==> config.mk <==
export PLATFORM = sky130hd
export DESIGN_NAME = bwm_ctrl
export DESIGN_NICKNAME = d
export VERILOG_FILES = /design/src/sv/byte_word_memory_access_unit_top_defines.svh /design/src/sv/bwm_pkg.sv /design/src/sv/bwm_ctrl.sv
export SDC_FILE = /design/constraint.sdc
export NUM_CORES = 1
export LEC_CHECK = 0
export ABC_AREA = 1
export CELL_PAD_IN_SITES_DETAIL_PLACEMENT = 0
export CELL_PAD_IN_SITES_GLOBAL_PLACEMENT = 1
export CORE_AREA = 2 2 39 41
export DETAILED_ROUTE_END_ITERATION = 8
export DIE_AREA = 0 0 41 43
export DONT_BUFFER_PORTS = 1
export HOLD_SLACK_MARGIN = 0.02
export PLACE_DENSITY_LB_ADDON = 0.05
export SLEW_MARGIN = 20
export SYNTH_ARGS = -nofsm -noshare
export SYNTH_HDL_FRONTEND = slang
export SYNTH_SLANG_ARGS = --single-unit
export TNS_END_PERCENT = 1
==> constraint.sdc <==
create_clock -name clock -period 1.09 [get_ports clock]
set_input_delay 0.327 -clock clock [delete_from_list [all_inputs] [get_ports clock]]
set_output_delay 0.327 -clock clock [all_outputs]
set_load 0.1 [all_outputs]
==> src/sv/byte_word_memory_access_unit_top_defines.svh <==
// assertion macros for the byte/word memory access unit
// expects signals named clock and reset in the including scope
`ifndef BYTE_WORD_MEMORY_ACCESS_UNIT_TOP_DEFINES_SVH
`define BYTE_WORD_MEMORY_ACCESS_UNIT_TOP_DEFINES_SVH

// same-cycle implication, checked outside reset
`define BWM_ASSERT_NOW(label, ante, cons, msg) \
   label: assert property (@(posedge clock) disable iff (reset) (ante) |-> (cons)) \
      else $error(msg);

// implication checked a fixed number of cycles later
`define BWM_ASSERT_LATER(label, ante, dly, cons, msg) \
   label: assert property (@(posedge clock) disable iff (reset) (ante) |-> ##dly (cons)) \
      else $error(msg);

`endif

==> src/sv/bwm_pkg.sv <==
// shared types and constants for the byte/word memory access unit
// no dependencies
`timescale 1ns / 1ps
`default_nettype none

package bwm_pkg;

   // store geometry: words of two byte lanes, power-of-two depth
   localparam int MEM_WORDS = 32768;
   localparam int WORD_AW   = $clog2(MEM_WORDS);
   localparam int BYTE_W    = 8;
   localparam int DATA_W    = 2 * BYTE_W;
   localparam int ADDR_W    = 16;
   localparam int OP_W      = 2;

   // access codes
   localparam logic [OP_W-1:0] OP_BYTE_READ  = 2'd0;
   localparam logic [OP_W-1:0] OP_BYTE_WRITE = 2'd1;
   localparam logic [OP_W-1:0] OP_WORD_READ  = 2'd2;
   localparam logic [OP_W-1:0] OP_WORD_WRITE = 2'd3;

   typedef logic [WORD_AW-1:0] word_index_type;
   typedef logic [BYTE_W-1:0]  byte_type;

   // controller to datapath commands
   typedef struct packed {
      logic clear;    // zero one word of both banks during the clearing pass
      logic access;   // drive both banks with the accepted word
      logic load;     // capture the result into the output register
   } bwm_cmd_type;

endpackage

`default_nettype wire

==> src/sv/bwm_ctrl.sv <==
// controller: request/response handshake and access sequencing
// depends on bwm_pkg
`timescale 1ns / 1ps
`default_nettype none

module bwm_ctrl
   import bwm_pkg::*;
   (
   input  wire logic  clock,
   input  wire logic  reset,
   input  wire logic  req_valid,
   output logic       req_ready,
   output logic       rsp_valid,
   input  wire logic  rsp_ready,
   input  wire logic  clear_last,
   output bwm_cmd_type cmd
   );

   localparam logic [1:0] S_CLEAR = 2'd0;
   localparam logic [1:0] S_IDLE  = 2'd1;
   localparam logic [1:0] S_READ  = 2'd2;

   logic [1:0] state_ff, state_in;
   logic       rsp_valid_ff, rsp_valid_in;
   logic       accept;

   // take a word only when idle and the output register is free by next cycle
   assign req_ready = (state_ff == S_IDLE) && (!rsp_valid_ff || rsp_ready);
   assign accept    = req_valid && req_ready;

   assign cmd.clear  = (state_ff == S_CLEAR);
   assign cmd.access = accept;
   assign cmd.load   = (state_ff == S_READ);

   // next state
   always_comb begin
      state_in = state_ff;
      case (state_ff)
         S_CLEAR: begin
            if (clear_last) state_in = S_IDLE;
         end
         S_IDLE: begin
            if (accept) state_in = S_READ;
         end
         S_READ: begin
            state_in = S_IDLE;
         end
         default: begin
            state_in = S_IDLE;
         end
      endcase
   end

   // output word valid flag
   always_comb begin
      rsp_valid_in = rsp_valid_ff;
      if (cmd.load) begin
         rsp_valid_in = 1'b1;
      end else if (rsp_ready) begin
         rsp_valid_in = 1'b0;
      end
   end

   always_ff @(posedge clock) begin
      if (reset) begin
         state_ff     <= S_CLEAR;
         rsp_valid_ff <= 1'b0;
      end else begin
         state_ff     <= state_in;
         rsp_valid_ff <= rsp_valid_in;
      end
   end

   assign rsp_valid = rsp_valid_ff;

endmodule

`default_nettype wire

==> results.toml <==
[detailed_routing]
via_count = 177
post_drt_wl_per_cell_microns = 7.118
initialDrtViolationCount = 2
ant_nets = 0
vias_per_cell = 3.471
route.detailed.drc = 0
routed_wl_microns = 363
first_pass_iters = 2

[setup_path]
start_kind = "register"
slowest_stage = "dfxtp_2"
cpMostUsedCell = "nor2_4"
cp_slowest_stage_delay_ns = 0.32
worstPathCellList = "inv_2, nor2_4, nand2_4, nor2_4, buf_12"
crit_type = "reg -> out"
cp.arrival_ns = 1.05
crit_fanout = 3
r2r_cells = 7
cp.required_ns = 0.76
cp-end-kind = "output port"

[place]
routabilityCongestion = 0.6027
dp.final_hpwl_microns = 323
io_buffers = 0
dp_slack_ns = -0.1217

[sta]
finalSetupTns_ns = -0.9152
worst_slack_ns = -0.2839
rsz0062_at_grt = "true"
setup_viol = 4
slew_headroom_pct = 91.38
max_freq_mhz = 727.8
slew_viol_final = 0
worstMarginPinSlew_ns = 0.1292
finalCritPeriodShare_pct = 126.1
hold_violations = 0
period_needed_ns = 1.374
fin_skew_ns = 0.0007231

[finish]
final_cell_mix = "5 x buf_4, 5 x buf_12, 4 x inv_1"
fin_util_pct = 26.67
fillers = 152
area_growth_pct = 123.5
final_nets = 41
num_antenna_cells = 0
drive_gt1_share_pct = 74.29

[synth]
netlist_area_sq_um = 165.2
synth_area_per_cell_sq_um = 7.181
netlist.top_cell.by_area = "dfxtp_1"
synthTopCellsByArea = "dfxtp_1 36%, inv_1 16%, buf_4 9.1%, nand2_1 9.1%, nor2_2 7.6%"
synth.distinct_cells = 10
synth_cells = 23
synth_fp_nets = 28
yosysTopAreaCellShare_pct = 36.36
ys_ff_latch = 3
ys_warn_count = 0
ys_seq_area_share_pct = 36.36

[power]
power.ir.vdd_worst_v = 0.0004196
p_per_area_nw_per_um2 = 1408
total_leakage_power_nw = 0.1745

[die]
die_y_microns = 43
start_util_pct = 11.93
rows = 14
die_w_microns = 41
io_pins = 10
dieArea_sq_um = 1763
core_sq_um = 1384

[clock_network]
clockBufferDepth = 2
root_buffer = "clkbuf_4"
cts_buffers = 3
ctsHoldBuffers = 0
cts.sinks = 3
htreeDepth = 1
clkLatencyLatePin_ns = 0.23
cts_tree = "built"
clk_pin_slew_ns = 0.03

[global_route]
first_global_vias = 172
grt_pass1_wl_microns = 634
globalRouteOverflowTotal = 0
grt_use_total_pct = 6.520
grt_antenna_before_repair = 0
grt_max_degree = 4

[status]
failed_checks = "negative setup slack"
status = "finished, violations left"

[hold_path]
holdPathStages = 1
hp-class = "in -> reg"

[flow_run]
max_cap_violations = 0
[cells in the mapped netlist (all sizes together)]
cell / count
inv: 7
nand2: 5
nor2: 4
dfxtp: 3
buf: 2
a21oi: 1
nor3: 1
[through the flow]
step                instance area, sq um  power [mW]  hold WS (ns)  cells
CTS                                376.6      0.5362        0.1461     52
finish                             369.1      0.5198        0.1549     51
global placement                   315.3      0.3197        0.3883     46
detailed placement                 315.3      0.3205        0.3925     46
global route                       369.1      0.5512        0.1361     51
floorplan                          192.7      0.2566        0.3864     23
[area by class of cell]
type,instances,area (sq um),area share [%]
Tap cell,16,20.02,5.424
Timing Repair Buffer,10,137.6,37.29
Clock buffer,4,26.28,7.119
Sequential cell,3,66.31,17.97
Inverter,7,30.03,8.136
Multi-Input combinational cell,11,88.84,24.07
[registers in the layout, indices dropped and copies added (netlist names)]
signal	flops
rsp_valid	1
state_ff	2
[report_power, final]
group / leakage [nW] / internal, mW / switching, mW
Clock: 0.0150 / 0.137 / 0.0524
Combinational: 0.133 / 0.0776 / 0.132
Sequential: 0.0261 / 0.116 / 0.00526
Total: 0.174 / 0.330 / 0.190
[worst max-delay path, delay by kind of cell (launching register included)]
| family | cells | cell delay (ns) |
|---|---|---|
| buffers and inverters | 2 | 0.23 |
| flip-flops | 1 | 0.32 |
| AND/OR/NAND/NOR | 3 | 0.27 |
[path summary, 6_finish.rpt]
check | slack (ns) | to | from
hold / removal | 0.15 | state_ff[1] | reset
setup reg to reg | 0.01 | state_ff[0] | state_ff[0]
hold reg to reg | 0.53 | rsp_valid | state_ff[1]
setup / recovery | -0.28 | cmd[1] | state_ff[0]
[kinds of logic (layout without fill, tap and decap cells)]
logic type	Yosys count	after routing	synth area share (%)
compound gates	1	1	3.027
buf+inv	9	21	25.00
flops	3	3	36.37
simple gates	10	10	35.60
[routing by layer]
| metal | track usage [%] | up-vias | part of all wire [%] |
|---|---|---|---|
| li1 | - | 85 | - |
| met1 | 5.128 | 82 | 35 |
| met2 | 7.187 | 8 | 50 |
| met3 | 5.759 | 2 | 8.3 |
| met4 | 10.00 | 0 | 6.6 |
| met5 | 0 | - | 0 |
[what timing repair did]
| action | in CTS | in global routing |
|---|---|---|
| gates resized for setup | 8 | 0 |
| setup endpoints to repair | 6 | 6 |
| pin swaps | 3 | 4 |
| setup buffers | 2 | 0 |
(Power assumes the default switching activity.)
